[src/hw/rtl/gcd_lcm_unit_core_assert.svh]
// assertion macros for the gcd/lcm unit
`ifndef GCD_LCM_UNIT_CORE_ASSERT_SVH
`define GCD_LCM_UNIT_CORE_ASSERT_SVH

// same-cycle implication, checked out of reset
`define GLU_ASSERT_IMPL(lbl, ck, rst_n, ante, cons, msg) \
	lbl: assert property (@(posedge ck) disable iff (!(rst_n)) (ante) |-> (cons)) \
		else $error(msg);

// next-cycle implication, checked out of reset
`define GLU_ASSERT_NEXT(lbl, ck, rst_n, ante, cons, msg) \
	lbl: assert property (@(posedge ck) disable iff (!(rst_n)) (ante) |=> (cons)) \
		else $error(msg);

`endif

[src/hw/rtl/glu_pkg.sv]
// shared constants and types for the gcd/lcm unit
`default_nettype none

package glu_pkg;

	localparam int DATA_WIDTH_DEF  = 64;
	localparam int QUEUE_DEPTH_DEF = 2;

	localparam logic FUNC_GCD = 1'b0;
	localparam logic FUNC_LCM = 1'b1;

	// how the back end has to treat an item
	typedef enum logic [1:0] {
		KIND_EUCLID = 2'd0,
		KIND_PASS_A = 2'd1,
		KIND_PASS_B = 2'd2,
		KIND_ZERO   = 2'd3
	} kind_t;

	localparam int KIND_W = $bits(kind_t);

endpackage

`default_nettype wire

[src/hw/rtl/glu_front.sv]
// input stage: takes transactions and classifies them for the back end
`default_nettype none

module glu_front #(
	parameter int DATA_WIDTH = 64
) (
	input  wire logic                                clk,
	input  wire logic                                arst_n,
	input  wire logic                                in_valid,
	output      logic                                in_stall,
	input  wire logic                                func,
	input  wire logic [DATA_WIDTH-1:0]               operand_a,
	input  wire logic [DATA_WIDTH-1:0]               operand_b,
	input  wire logic                                q_full,
	output      logic                                push,
	output      logic [glu_pkg::KIND_W+2*DATA_WIDTH:0] push_data
);
	import glu_pkg::*;

	logic                  valid_s1;
	kind_t                 kind_s1;
	logic                  func_s1;
	logic [DATA_WIDTH-1:0] a_s1;
	logic [DATA_WIDTH-1:0] b_s1;
	logic                  accept;
	kind_t                 kind_in;
	logic                  a_zero;
	logic                  b_zero;

	assign a_zero = (operand_a == '0);
	assign b_zero = (operand_b == '0);

	always_comb begin
		priority if (func == FUNC_GCD && b_zero) begin
			kind_in = KIND_PASS_A;
		end else if (func == FUNC_GCD && a_zero) begin
			kind_in = KIND_PASS_B;
		end else if (a_zero || b_zero) begin
			kind_in = KIND_ZERO;
		end else begin
			kind_in = KIND_EUCLID;
		end
	end

	assign in_stall  = valid_s1 && q_full;
	assign accept    = in_valid && !in_stall;
	assign push      = valid_s1 && !q_full;
	assign push_data = {kind_s1, func_s1, a_s1, b_s1};

	always_ff @(posedge clk or negedge arst_n) begin
		if (!arst_n) begin
			valid_s1 <= 1'b0;
		end else if (accept) begin
			valid_s1 <= 1'b1;
		end else if (push) begin
			valid_s1 <= 1'b0;
		end
	end

	always_ff @(posedge clk) begin
		if (accept) begin
			kind_s1 <= kind_in;
			func_s1 <= func;
			a_s1    <= operand_a;
			b_s1    <= operand_b;
		end
	end

endmodule

`default_nettype wire

[src/hw/rtl/glu_queue.sv]
// short fifo between the front and back ends
`default_nettype none

module glu_queue #(
	parameter int ENTRY_W = 8,
	parameter int DEPTH   = 2
) (
	input  wire logic               clk,
	input  wire logic               arst_n,
	input  wire logic               push,
	input  wire logic [ENTRY_W-1:0] push_data,
	input  wire logic               pop,
	output      logic [ENTRY_W-1:0] pop_data,
	output      logic               full,
	output      logic               empty
);
	localparam int PTR_W = (DEPTH > 1) ? $clog2(DEPTH) : 1;
	localparam int CNT_W = $clog2(DEPTH + 1);

	logic [ENTRY_W-1:0] slot_q [DEPTH];
	logic [PTR_W-1:0]   wr_ptr_q;
	logic [PTR_W-1:0]   rd_ptr_q;
	logic [CNT_W-1:0]   count_q;

	assign full     = (count_q == CNT_W'(DEPTH));
	assign empty    = (count_q == '0);
	assign pop_data = slot_q[rd_ptr_q];

	function automatic logic [PTR_W-1:0] next_ptr(input logic [PTR_W-1:0] p);
		next_ptr = (p == PTR_W'(DEPTH - 1)) ? '0 : p + PTR_W'(1);
	endfunction

	always_ff @(posedge clk or negedge arst_n) begin
		if (!arst_n) begin
			wr_ptr_q <= '0;
			rd_ptr_q <= '0;
			count_q  <= '0;
		end else begin
			if (push) begin
				wr_ptr_q <= next_ptr(wr_ptr_q);
			end
			if (pop) begin
				rd_ptr_q <= next_ptr(rd_ptr_q);
			end
			unique case ({push, pop})
				2'b10:   count_q <= count_q + CNT_W'(1);
				2'b01:   count_q <= count_q - CNT_W'(1);
				default: count_q <= count_q;
			endcase
		end
	end

	always_ff @(posedge clk) begin
		if (push) begin
			slot_q[wr_ptr_q] <= push_data;
		end
	end

endmodule

`default_nettype wire

[src/hw/rtl/glu_div.sv]
// restoring divider, one quotient bit per cycle
`default_nettype none

module glu_div #(
	parameter int DATA_WIDTH = 64
) (
	input  wire logic                  clk,
	input  wire logic                  arst_n,
	input  wire logic                  start,
	input  wire logic [DATA_WIDTH-1:0] dividend,
	input  wire logic [DATA_WIDTH-1:0] divisor,
	output      logic                  done,
	output      logic [DATA_WIDTH-1:0] quotient,
	output      logic [DATA_WIDTH-1:0] remainder
);
	localparam int CNT_W = $clog2(DATA_WIDTH);

	logic                  busy_q;
	logic                  done_q;
	logic [CNT_W-1:0]      cnt_q;
	logic [DATA_WIDTH-1:0] rem_q;
	logic [DATA_WIDTH-1:0] quo_q;
	logic [DATA_WIDTH-1:0] dsr_q;
	logic [DATA_WIDTH:0]   shifted;
	logic [DATA_WIDTH:0]   diff;
	logic                  ge;

	assign shifted = {rem_q, quo_q[DATA_WIDTH-1]};
	assign diff    = shifted - {1'b0, dsr_q};
	assign ge      = !diff[DATA_WIDTH];

	assign done      = done_q;
	assign quotient  = quo_q;
	assign remainder = rem_q;

	always_ff @(posedge clk or negedge arst_n) begin
		if (!arst_n) begin
			busy_q <= 1'b0;
			done_q <= 1'b0;
			cnt_q  <= '0;
		end else begin
			done_q <= 1'b0;
			if (start) begin
				busy_q <= 1'b1;
				cnt_q  <= '0;
			end else if (busy_q) begin
				cnt_q <= cnt_q + CNT_W'(1);
				if (cnt_q == CNT_W'(DATA_WIDTH - 1)) begin
					busy_q <= 1'b0;
					done_q <= 1'b1;
				end
			end
		end
	end

	always_ff @(posedge clk) begin
		if (start) begin
			rem_q <= '0;
			quo_q <= dividend;
			dsr_q <= divisor;
		end else if (busy_q) begin
			rem_q <= ge ? diff[DATA_WIDTH-1:0] : shifted[DATA_WIDTH-1:0];
			quo_q <= {quo_q[DATA_WIDTH-2:0], ge};
		end
	end

endmodule

`default_nettype wire

[src/hw/rtl/glu_back.sv]
// execution sequencer: euclid loop, quotient, shift-add multiply, result register
`default_nettype none

module glu_back #(
	parameter int DATA_WIDTH = 64
) (
	input  wire logic                                clk,
	input  wire logic                                arst_n,
	input  wire logic                                q_empty,
	input  wire logic [glu_pkg::KIND_W+2*DATA_WIDTH:0] q_data,
	output      logic                                pop,
	output      logic                                out_valid,
	input  wire logic                                out_stall,
	output      logic [DATA_WIDTH-1:0]               result
);
	import glu_pkg::*;

	typedef enum logic [2:0] {
		ST_IDLE,
		ST_EUCLID,
		ST_QUOT,
		ST_MUL,
		ST_OUT
	} state_t;

	state_t                state_q;
	logic                  start_q;
	logic                  func_q;
	logic [DATA_WIDTH-1:0] a_q;
	logic [DATA_WIDTH-1:0] b_q;
	logic [DATA_WIDTH-1:0] x_q;
	logic [DATA_WIDTH-1:0] y_q;
	logic [DATA_WIDTH-1:0] mc_q;
	logic [DATA_WIDTH-1:0] mp_q;
	logic [DATA_WIDTH-1:0] acc_q;
	logic                  out_valid_q;
	logic [DATA_WIDTH-1:0] result_q;

	kind_t                 q_kind;
	logic                  q_func;
	logic [DATA_WIDTH-1:0] q_a;
	logic [DATA_WIDTH-1:0] q_b;
	logic                  div_done;
	logic [DATA_WIDTH-1:0] div_quo;
	logic [DATA_WIDTH-1:0] div_rem;
	logic                  load_out;

	assign q_kind = kind_t'(q_data[KIND_W+2*DATA_WIDTH:2*DATA_WIDTH+1]);
	assign q_func = q_data[2*DATA_WIDTH];
	assign q_a    = q_data[2*DATA_WIDTH-1:DATA_WIDTH];
	assign q_b    = q_data[DATA_WIDTH-1:0];

	assign pop       = (state_q == ST_IDLE) && !q_empty;
	assign out_valid = out_valid_q;
	assign result    = result_q;

	// result register is free or being taken this cycle
	assign load_out = (state_q == ST_OUT) && (!out_valid_q || !out_stall);

	glu_div #(
		.DATA_WIDTH(DATA_WIDTH)
	) u_div (
		.clk      (clk),
		.arst_n   (arst_n),
		.start    (start_q),
		.dividend (x_q),
		.divisor  (y_q),
		.done     (div_done),
		.quotient (div_quo),
		.remainder(div_rem)
	);

	always_ff @(posedge clk or negedge arst_n) begin
		if (!arst_n) begin
			state_q     <= ST_IDLE;
			start_q     <= 1'b0;
			out_valid_q <= 1'b0;
			func_q      <= 1'b0;
			a_q         <= '0;
			b_q         <= '0;
			x_q         <= '0;
			y_q         <= '0;
			mc_q        <= '0;
			mp_q        <= '0;
			acc_q       <= '0;
			result_q    <= '0;
		end else begin
			start_q <= 1'b0;
			if (load_out) begin
				out_valid_q <= 1'b1;
			end else if (out_valid_q && !out_stall) begin
				out_valid_q <= 1'b0;
			end
			unique case (state_q)
				ST_IDLE: begin
					if (!q_empty) begin
						func_q <= q_func;
						a_q    <= q_a;
						b_q    <= q_b;
						unique case (q_kind)
							KIND_PASS_A: begin
								acc_q   <= q_a;
								state_q <= ST_OUT;
							end
							KIND_PASS_B: begin
								acc_q   <= q_b;
								state_q <= ST_OUT;
							end
							KIND_ZERO: begin
								acc_q   <= '0;
								state_q <= ST_OUT;
							end
							default: begin
								x_q     <= q_a;
								y_q     <= q_b;
								start_q <= 1'b1;
								state_q <= ST_EUCLID;
							end
						endcase
					end
				end
				ST_EUCLID: begin
					if (div_done) begin
						if (div_rem == '0) begin
							// y_q is the gcd here
							if (func_q == FUNC_GCD) begin
								acc_q   <= y_q;
								state_q <= ST_OUT;
							end else begin
								x_q     <= a_q;
								start_q <= 1'b1;
								state_q <= ST_QUOT;
							end
						end else begin
							x_q     <= y_q;
							y_q     <= div_rem;
							start_q <= 1'b1;
						end
					end
				end
				ST_QUOT: begin
					if (div_done) begin
						mc_q    <= div_quo;
						mp_q    <= b_q;
						acc_q   <= '0;
						state_q <= ST_MUL;
					end
				end
				ST_MUL: begin
					// product wraps at the data width
					if (mp_q == '0) begin
						state_q <= ST_OUT;
					end else begin
						if (mp_q[0]) begin
							acc_q <= acc_q + mc_q;
						end
						mc_q <= {mc_q[DATA_WIDTH-2:0], 1'b0};
						mp_q <= {1'b0, mp_q[DATA_WIDTH-1:1]};
					end
				end
				ST_OUT: begin
					if (load_out) begin
						result_q <= acc_q;
						state_q  <= ST_IDLE;
					end
				end
				default: state_q <= ST_IDLE;
			endcase
		end
	end

endmodule

`default_nettype wire

[src/hw/rtl/gcd_lcm_unit_core.sv]
// top level of the gcd/lcm unit
//
// usage: one transaction on the input channel (func, operand_a, operand_b) gives one
// transaction on the output channel (result), in input order. func selects the
// greatest common divisor or the least common multiple; an lcm that does not fit
// wraps at DATA_WIDTH bits. both channels use valid/stall.
// the front stage registers and classifies each transaction and hands it to a
// queue of QUEUE_DEPTH entries; the back end works on one item at a time.
// an item with a zero operand goes straight to the result register; otherwise the
// back end runs remainder steps on the shared one-bit-per-cycle divider until the
// remainder is zero; an lcm adds one more division and a shift-add multiply.
// the back end takes a new item from the queue only once it is done with the last.
// a stalled output holds its result while the back end finishes the next item;
// in_stall rises once the front stage and queue are full.
// reset (arst_n low) empties the front stage, queue and sequencer; no state
// survives between items.
`default_nettype none
`include "gcd_lcm_unit_core_assert.svh"

module gcd_lcm_unit_core #(
	parameter int DATA_WIDTH  = glu_pkg::DATA_WIDTH_DEF,
	parameter int QUEUE_DEPTH = glu_pkg::QUEUE_DEPTH_DEF
) (
	input  wire logic                  clk,
	input  wire logic                  arst_n,
	input  wire logic                  in_valid,
	output      logic                  in_stall,
	input  wire logic                  func,
	input  wire logic [DATA_WIDTH-1:0] operand_a,
	input  wire logic [DATA_WIDTH-1:0] operand_b,
	output      logic                  out_valid,
	input  wire logic                  out_stall,
	output      logic [DATA_WIDTH-1:0] result
);
	import glu_pkg::*;

	localparam int ENTRY_W = KIND_W + 2 * DATA_WIDTH + 1;

	logic               push;
	logic               pop;
	logic               q_full;
	logic               q_empty;
	logic [ENTRY_W-1:0] push_data;
	logic [ENTRY_W-1:0] pop_data;

	glu_front #(
		.DATA_WIDTH(DATA_WIDTH)
	) u_front (
		.clk      (clk),
		.arst_n   (arst_n),
		.in_valid (in_valid),
		.in_stall (in_stall),
		.func     (func),
		.operand_a(operand_a),
		.operand_b(operand_b),
		.q_full   (q_full),
		.push     (push),
		.push_data(push_data)
	);

	glu_queue #(
		.ENTRY_W(ENTRY_W),
		.DEPTH  (QUEUE_DEPTH)
	) u_queue (
		.clk      (clk),
		.arst_n   (arst_n),
		.push     (push),
		.push_data(push_data),
		.pop      (pop),
		.pop_data (pop_data),
		.full     (q_full),
		.empty    (q_empty)
	);

	glu_back #(
		.DATA_WIDTH(DATA_WIDTH)
	) u_back (
		.clk      (clk),
		.arst_n   (arst_n),
		.q_empty  (q_empty),
		.q_data   (pop_data),
		.pop      (pop),
		.out_valid(out_valid),
		.out_stall(out_stall),
		.result   (result)
	);

	`GLU_ASSERT_IMPL(a_no_overflow, clk, arst_n, push, !q_full, "push into a full queue")
	`GLU_ASSERT_IMPL(a_no_underflow, clk, arst_n, pop, !q_empty, "pop from an empty queue")
	`GLU_ASSERT_IMPL(a_stall_cause, clk, arst_n, in_stall, q_full, "input stalled with queue space")
	`GLU_ASSERT_NEXT(a_pop_then_free, clk, arst_n, pop && !push, !q_full, "queue full after a pop")

endmodule

`default_nettype wire
[config.mk]
export PLATFORM = sky130hd
export DESIGN_NAME = gcd_lcm_unit_core
export DESIGN_NICKNAME = d
export VERILOG_FILES = /design/src/hw/rtl/glu_pkg.sv /design/src/hw/rtl/glu_front.sv /design/src/hw/rtl/glu_queue.sv /design/src/hw/rtl/glu_div.sv /design/src/hw/rtl/glu_back.sv /design/src/hw/rtl/gcd_lcm_unit_core.sv
export VERILOG_INCLUDE_DIRS = /design/src /design/src/hw/rtl
export SDC_FILE = /design/constraint.sdc
export NUM_CORES = 2
export LEC_CHECK = 0
export BUFFER_PORTS_ARGS = -buffer_cell sky130_fd_sc_hd__buf_2
export CORE_ASPECT_RATIO = 1.1
export CORE_MARGIN = 2
export CORE_UTILIZATION = 45
export DETAILED_ROUTE_END_ITERATION = 6
export SLEW_MARGIN = 5
export SYNTH_ARGS = -nofsm -noshare
export SYNTH_HDL_FRONTEND = slang
export SYNTH_HIERARCHICAL = 1
export SYNTH_SLANG_ARGS = --single-unit
[constraint.sdc]
create_clock -name clk -period 7.1 [get_ports clk]
set_clock_uncertainty 0.05 [all_clocks]
set_input_delay 0.71 -clock clk [delete_from_list [all_inputs] [get_ports clk]]
set_output_delay 0.71 -clock clk [all_outputs]
set_load 0.01 [all_outputs]
# ---- Yosys cells after proc, flatten, opt, wreduce, memory -nomap -nowiden
# Memories as Yosys holds them, arrays and structs flattened.
# Cells that the tools add are included.
# Widths: inputs -> output; s select.
dict set report op_classes {
  add_sub_neg 7
  mux 63
  n_eq_ne 24
  bitwise 2
  reduce_logical 37
}
# op n
set op_table {}
lappend op_table {{$mux 64} 23}
lappend op_table {{$pmux 64 s2} 4}
lappend op_table {{$logic_not 64->1} 4}
lappend op_table {{$pmux 64 s4} 1}
lappend op_table {{$pmux 64 s3} 1}
lappend op_table {{$sub 65x64->65} 1}
lappend op_table {{$add 64x64->64} 1}
lappend op_table {{$mux 3} 8}
lappend op_table {{$mux 1} 19}
lappend op_table {{$pmux 3 s5} 1}
lappend op_table {{$ne 2x2->1 const B} 7}
lappend op_table {{$mux 6} 2}
lappend op_table {{$reduce_bool 2->1} 6}
lappend op_table {{$reduce_and 5->1} 2}
lappend op_table {{$reduce_and 9->1} 1}
lappend op_table {{$eq 2x2->1 const B} 4}
lappend op_table {{$logic_and 1x1->1} 8}
lappend op_table {{$ne 2x1->1 const B} 4}
lappend op_table {{$add 6x1->6 const B} 1}
lappend op_table {{$eq 3x2->1 const B} 2}
lappend op_table {{$eq 6x6->1 const B} 1}
lappend op_table {{$logic_not 1->1} 6}
lappend op_table {{$reduce_and 6->1} 1}
lappend op_table {{$eq 2x1->1 const B} 2}
lappend op_table {{other kinds (18)} 23}
dict set report totals {
  elab_cells 160
  regBits 854
  mem_count 1
  ram_bits 262
  in_bits 133
}
# memory depth word_bits rd rd_clocked_by_memory_dff write_ports line_no
set memory_table {}
lappend memory_table {u_queue.slot_q 2 131 1 0 1 glu_queue.sv:20} ;# logic [ENTRY_W-1:0] slot_q [DEPTH];

# ---- Depth between registers and ports, before layout
# An unclocked memory read counts as a cell.
dict set report depth {
  ltp_word 6
  ltp_mapped 15
}

# ---- Modules after synthesis
# Netlist, hierarchy kept.
# module area_each_um2 cells_each n_inst seq_area_each_um2
set by_module_without_submodules {}
lappend by_module_without_submodules {glu_back 27169.8 2856 1 12962.4}
lappend by_module_without_submodules {glu_div 12086.6 1228 1 5325.1}
lappend by_module_without_submodules {glu_queue 9968.3 424 1 7967.6}
lappend by_module_without_submodules {glu_front 4285.4 181 1 3958.8}

# ---- Worst setup path after synthesis
# No wires, ideal clock.
dict set report synth_timing {
  path_kind {reg2reg}
  start {reg u_queue.count_q[1]}
  end {reg u_front.a_s1[0] (enable)}
  n_path_buf 0
  t_required_ps 6412
  path_slack_ps -98
  synth_period_minus_slack_ps 7198
  t_arrival_ps 6511
  stages_incl_launch_ff 4
  cell_sequence {dfrtp_1 > nor2b_1 > and2_1 > nor2b_1}
}
dict set report synth_via {
  elab_chain_cells 4
}
# item line_no
set synth_rtl {}
lappend synth_rtl {{start: declaration} glu_queue.sv:23} ;# logic [CNT_W-1:0] count_q;
lappend synth_rtl {{start signal: assignment} glu_queue.sv:46} ;# 2'b10: count_q <= count_q + CNT_W'(1);
lappend synth_rtl {{start signal: assignment} glu_queue.sv:47} ;# 2'b01: count_q <= count_q - CNT_W'(1);
lappend synth_rtl {{start signal: assignment} glu_queue.sv:48} ;# default: count_q <= count_q;
lappend synth_rtl {{$eq 2x2->1} glu_queue.sv:25} ;# assign full = (count_q == CNT_W'(DEPTH));
lappend synth_rtl {{net q_full} gcd_lcm_unit_core.sv:41} ;# logic q_full;
lappend synth_rtl {{$logic_and 1x1->1} glu_front.sv:45} ;# assign in_stall = valid_s1 && q_full;
lappend synth_rtl {{net in_stall} gcd_lcm_unit_core.sv:27} ;# output logic in_stall,
lappend synth_rtl {{$logic_not 1->1} glu_front.sv:46} ;# assign accept = in_valid && !in_stall;
lappend synth_rtl {{$logic_and 1x1->1} glu_front.sv:46}
lappend synth_rtl {{net u_front.accept} glu_front.sv:25} ;# logic accept;
lappend synth_rtl {{end signal: assignment} glu_front.sv:64} ;# a_s1 <= operand_a;
lappend synth_rtl {{end: declaration} glu_front.sv:23} ;# logic [DATA_WIDTH-1:0] a_s1;
# The timed path passes the listed nets, and every way through them passes these cells.
# A chain may end at the register's enable or synchronous reset.

# ---- Worst setup path after layout
dict set report layout_timing {
  start {reg u_back.u_div.rem_q[20] (netlist: u_back/u_div/remainder[20])}
  end {reg u_back.acc_q[61]}
}
dict set report layout_via {
  elab_chain_cells 3
}
# item line_no
set layout_rtl {}
lappend layout_rtl {{start: declaration} glu_div.sv:21} ;# logic [DATA_WIDTH-1:0] rem_q;
lappend layout_rtl {{start signal: assignment} glu_div.sv:62} ;# rem_q <= ge ? diff[DATA_WIDTH-1:0] : shifted[DATA_WIDTH-1:0];
lappend layout_rtl {{$logic_not 64->1} glu_back.sv:124} ;# if (div_rem == '0) begin
lappend layout_rtl {{$ne 2x1->1 (no source line)} -}
lappend layout_rtl {{$reduce_and 9->1 (no source line)} -}
lappend layout_rtl {{end signal: assignment} glu_back.sv:106} ;# acc_q <= q_b;
lappend layout_rtl {{end signal: assignment} glu_back.sv:127} ;# acc_q <= y_q;
lappend layout_rtl {{end signal: assignment} glu_back.sv:155} ;# acc_q <= acc_q + mc_q;
lappend layout_rtl {{end: declaration} glu_back.sv:35} ;# logic [DATA_WIDTH-1:0] acc_q;
# No other way between the ends.

==> flow_metrics.py <==
metrics = {
    "run_status": {
        "status": "finished with violations",
        "violations": "design-rule violations",
    },
    "setup_path": {
        "worstPathArrival_ns": 5.59,
        "slowest_delay_ns": 0.87,
        "path_cells": "nor4_1, nand4_1, nor4_4, buf_4, a31oi_1, or4_4, buf_4, a221oi_1, nor2_1, a31o_1",
        "worst_setup_path_end_kind": "flop",
        "cp_num_buf_inv": 2,
        "ff2ff_setup_slack_ns": 2.08,
        "worstPathRequired_ns": 7.67,
        "worstSetupPathType": "reg2reg",
        "critical_path.most_common_cell": "buf_4",
        "r2r_start": "u_back/u_div/remainder[20]",
        "slowest_stage": "or4_4",
        "crit_fanout": 61,
        "worstSetupStartpoint": "u_back/u_div/remainder[20]",
        "startpoint_type": "flop",
        "r2r-end": "u_back/acc_q[61]",
        "cp_top_family": "simple AND/OR/NAND/NOR gates",
        "ff2ff_path_depth": 10,
    },
    "detailed_routing": {
        "drt-total-wl_um": 153700,
        "vias": 37250,
        "via_per_inst": 5.825,
        "drtAntennaViolNets": 0,
        "drtIter0Drc": 3325,
        "first_pass_iters": 7,
        "wl_per_cell_um": 24.04,
        "drc": 4,
    },
    "clocking": {
        "htree_levels": 3,
        "cts-root-buf": "clkbuf_16",
        "cts_buffers": 114,
        "postCtsSetupRepairBufs": 0,
        "clockBufferDepth": 3,
        "ctsHoldBuffers": 0,
        "ctsResizeCount": 0,
        "cts_tree": "yes",
        "clock_latency_ns": 0.76,
        "clk_pin_slew_ns": 0.06,
        "cts.sinks": 1116,
    },
    "global_route": {
        "grt_max_degree": 149,
        "antenna_found_initial": 11,
        "grt_pass1_wl_um": 230400,
        "grtUsageTotal": 0.2505,
        "grt_pass1_vias": 36150,
        "grt-ovfl-total": 0,
    },
    "floorplan": {
        "initial_core_util": 0.4538,
        "ios": 199,
        "rows": 132,
        "fp.dieH_um": 365.7,
        "die-area_mm2": 0.1217,
        "die_w_um": 332.8,
        "coreArea_mm2": 0.1179,
    },
    "timing": {
        "finalSetupViolations": 0,
        "hold_violations": 0,
        "worst_pin_slew_ns": 1.269,
        "tns_ns": 0,
        "max_freq_ghz": 0.1992,
        "period_share": 0.7072,
        "slew_viol_final": 0,
        "rsz0062_at_grt": "false",
        "relSlewSlack": 0.1464,
        "post-route-min-period_ns": 5.021,
        "timing.hold.ws_ns": 0.04929,
    },
    "logic_synthesis": {
        "yosysTopAreaCell": "edfxtp_1",
        "synth_top_family_by_area": "compound AO/OA/AOI/OAI gates",
        "synthCells": 4689,
        "synth_enable_flop_cells": 521,
        "yosysSeqAreaShare": 0.5646,
        "yosysWarnings": 6,
        "synthDistinctLibCells": 86,
        "synth_ff_type": "dfrtp_1",
        "yosys.area_share.simple": 0.1053,
        "synth.top_cell.area_share": 0.2924,
        "synth_seq_cells": 1116,
        "muxShareOfSynthArea": 0.1206,
        "synth_compound_area_frac": 0.1268,
        "async_reset_ff_frac": 0.4758,
        "postSynthAreaPerCell_um2": 11.41,
        "synthAdderAreaFrac": 0.03161,
        "ys_top_cells_by_area": "edfxtp_1, dfrtp_1, mux2_2, nand2_1, mux2i_1",
        "syn_area_mm2": 0.05351,
        "yosys.area_share.xor_xnor": 0.01915,
        "postSynthNetCount": 4956,
    },
    "cells_and_area": {
        "final_common_cell": "nand2_1",
        "area_delta_synth_final_pct": 11.26,
        "layout-drive-gt1-share": 0.1768,
        "final_cell_mix": "nand2_1, dfrtp_1, edfxtp_1",
        "fin_nets": 5020,
        "final-instance-count-excl-fill": 6395,
    },
    "power": {
        "seq_power_share": 0.353,
        "pwr_density_cell_mw_per_mm2": 558.3,
        "share_comb_of_total_power": 0.462,
        "p_switching_uw": 13840,
        "clkPwrFrac": 0.185,
        "leakage_uw": 0.02408,
        "p_int_uw": 19400,
        "switching_share": 0.4164,
        "ir_drop_v": 0.0005080,
    },
    "place": {
        "post-place-cells": 6178,
        "hpwl_um": 108800,
        "io_buffers": 198,
        "gp_congestion": 0.9473,
    },
    "hold_path": {
        "hold_class": "in2async",
    },
    "run": {
        "cap_violations": 0,
    },
}
## cell usage after synthesis, types with 7 or more instances
cell       instances
a22o_1            45
o21a_1            25
a31oi_1          144
o211ai_1          13
xnor2_1           63
inv_1            106
o21ai_0          330
nand3_1           44
a222oi_1          38
mux2i_1          177
mux2_2           307
nor2_1           322
ha_1             132
a311oi_1           7
dfrtp_1          531
o2111ai_1          7
xor2_1            54
or3_1             10
clkbuf_1         224
buf_2             41
a21o_1            61
dfxtp_1           64
edfxtp_1         521
a211oi_1          53
nand4_1           66
nand2b_1          18
nor4_1            74
nand2_1          651
mux2_4            80
a22oi_1           21
nor2b_1           23
o31ai_1           10
o21ai_1           15
and3_1            15
o21bai_1          26
buf_6             15
buf_1             10
a221oi_1          12
a21oi_1          175
o22ai_1           15
and2_1            12
nor3_1            30
## how the worst max path moves through the flow
stage	endpoint	slack, ns	cells past startpoint
2_1_floorplan	u_queue/slot_q[0][0]	0.19	4
3_3_place_gp	u_back/acc_q[52]	2.21	9
6_report	u_back/acc_q[61]	2.08	10
4_1_cts	u_back/acc_q[61]	2.06	10
5_1_grt	u_back/acc_q[61]	1.89	10
3_5_place_dp	u_back/acc_q[61]	2.09	10
## cell type report
cell class / count / area, um2
antenna: 1 / 2.502
clock buffer: 139 / 3080
clock inverter: 77 / 758.2
fill: 10540 / 58390
inverter: 106 / 397.9
multi-input combinational: 3170 / 21740
sequential: 1116 / 30230
tap: 1541 / 1928
timing repair buffer: 245 / 1404
## metrics by stage
step                      setup WS [ns]  cell area [um2]    util  total power, uW
after floorplan                  0.1923            53510       -            22310
after global placement            2.210            55690  0.4723            26800
after detailed placement          2.090            55690  0.4723            26990
after CTS                         2.057            59530  0.5048            33230
after global routing              1.895            59530  0.5048            35270
final                             2.079            59540  0.5049            33240
## layer usage
metal  global-route usage  vias to the layer above  share of wire
li1                     -                    17360              -
met1               0.3497                    18500           0.45
met2               0.4004                     1174           0.46
met3              0.03648                      224          0.058
met4              0.08855                        0          0.031
met5                    0                        -              0
## cells by family (layout without fill, tap and decap cells)
family	after synthesis	in the layout
AOI/OAI and AO/OA	1057	1057
xor gates and xnor gates	117	117
adders and majority gates	134	134
buffers and inverters	403	567
DFF	1116	1116
muxes	566	566
other	0	1
and+or+nand+nor	1296	1296
## power groups by stage
stage	logic (uW)	registers [uW]	clock network [uW]
floorplan	11200	11200	0
global placement	15000	11800	0
detailed placement	15100	11800	0
CTS	15200	11700	6270
global route	16700	12000	6540
finish	15400	11700	6140
## sequential cells by signal (all words and copies together), names as in the netlist, 3 cells and up
name,cells
u_back/a_q,64
u_back/b_q,64
u_front/a_s1,64
u_back/x_q,64
u_back/acc_q,64
u_back/mp_q,64
u_back/mc_q,64
u_queue/slot_q,262
u_back/u_div/dsr_q,64
u_back/u_div/quotient,64
u_back/u_div/cnt_q,6
u_back/y_q,64
u_front/b_s1,64
u_back/state_q,3
u_back/result,64
u_back/u_div/remainder,64
## worst register-to-register path, delay by kind of cell (launching register included)
family                 cells  cell delay [ns]
and+or+nand+nor            5             2.50
AOI/OAI and AO/OA          3             0.87
DFF                        1             0.37
buffers and inverters      2             1.11
Power figures use the tool's default switching activity.
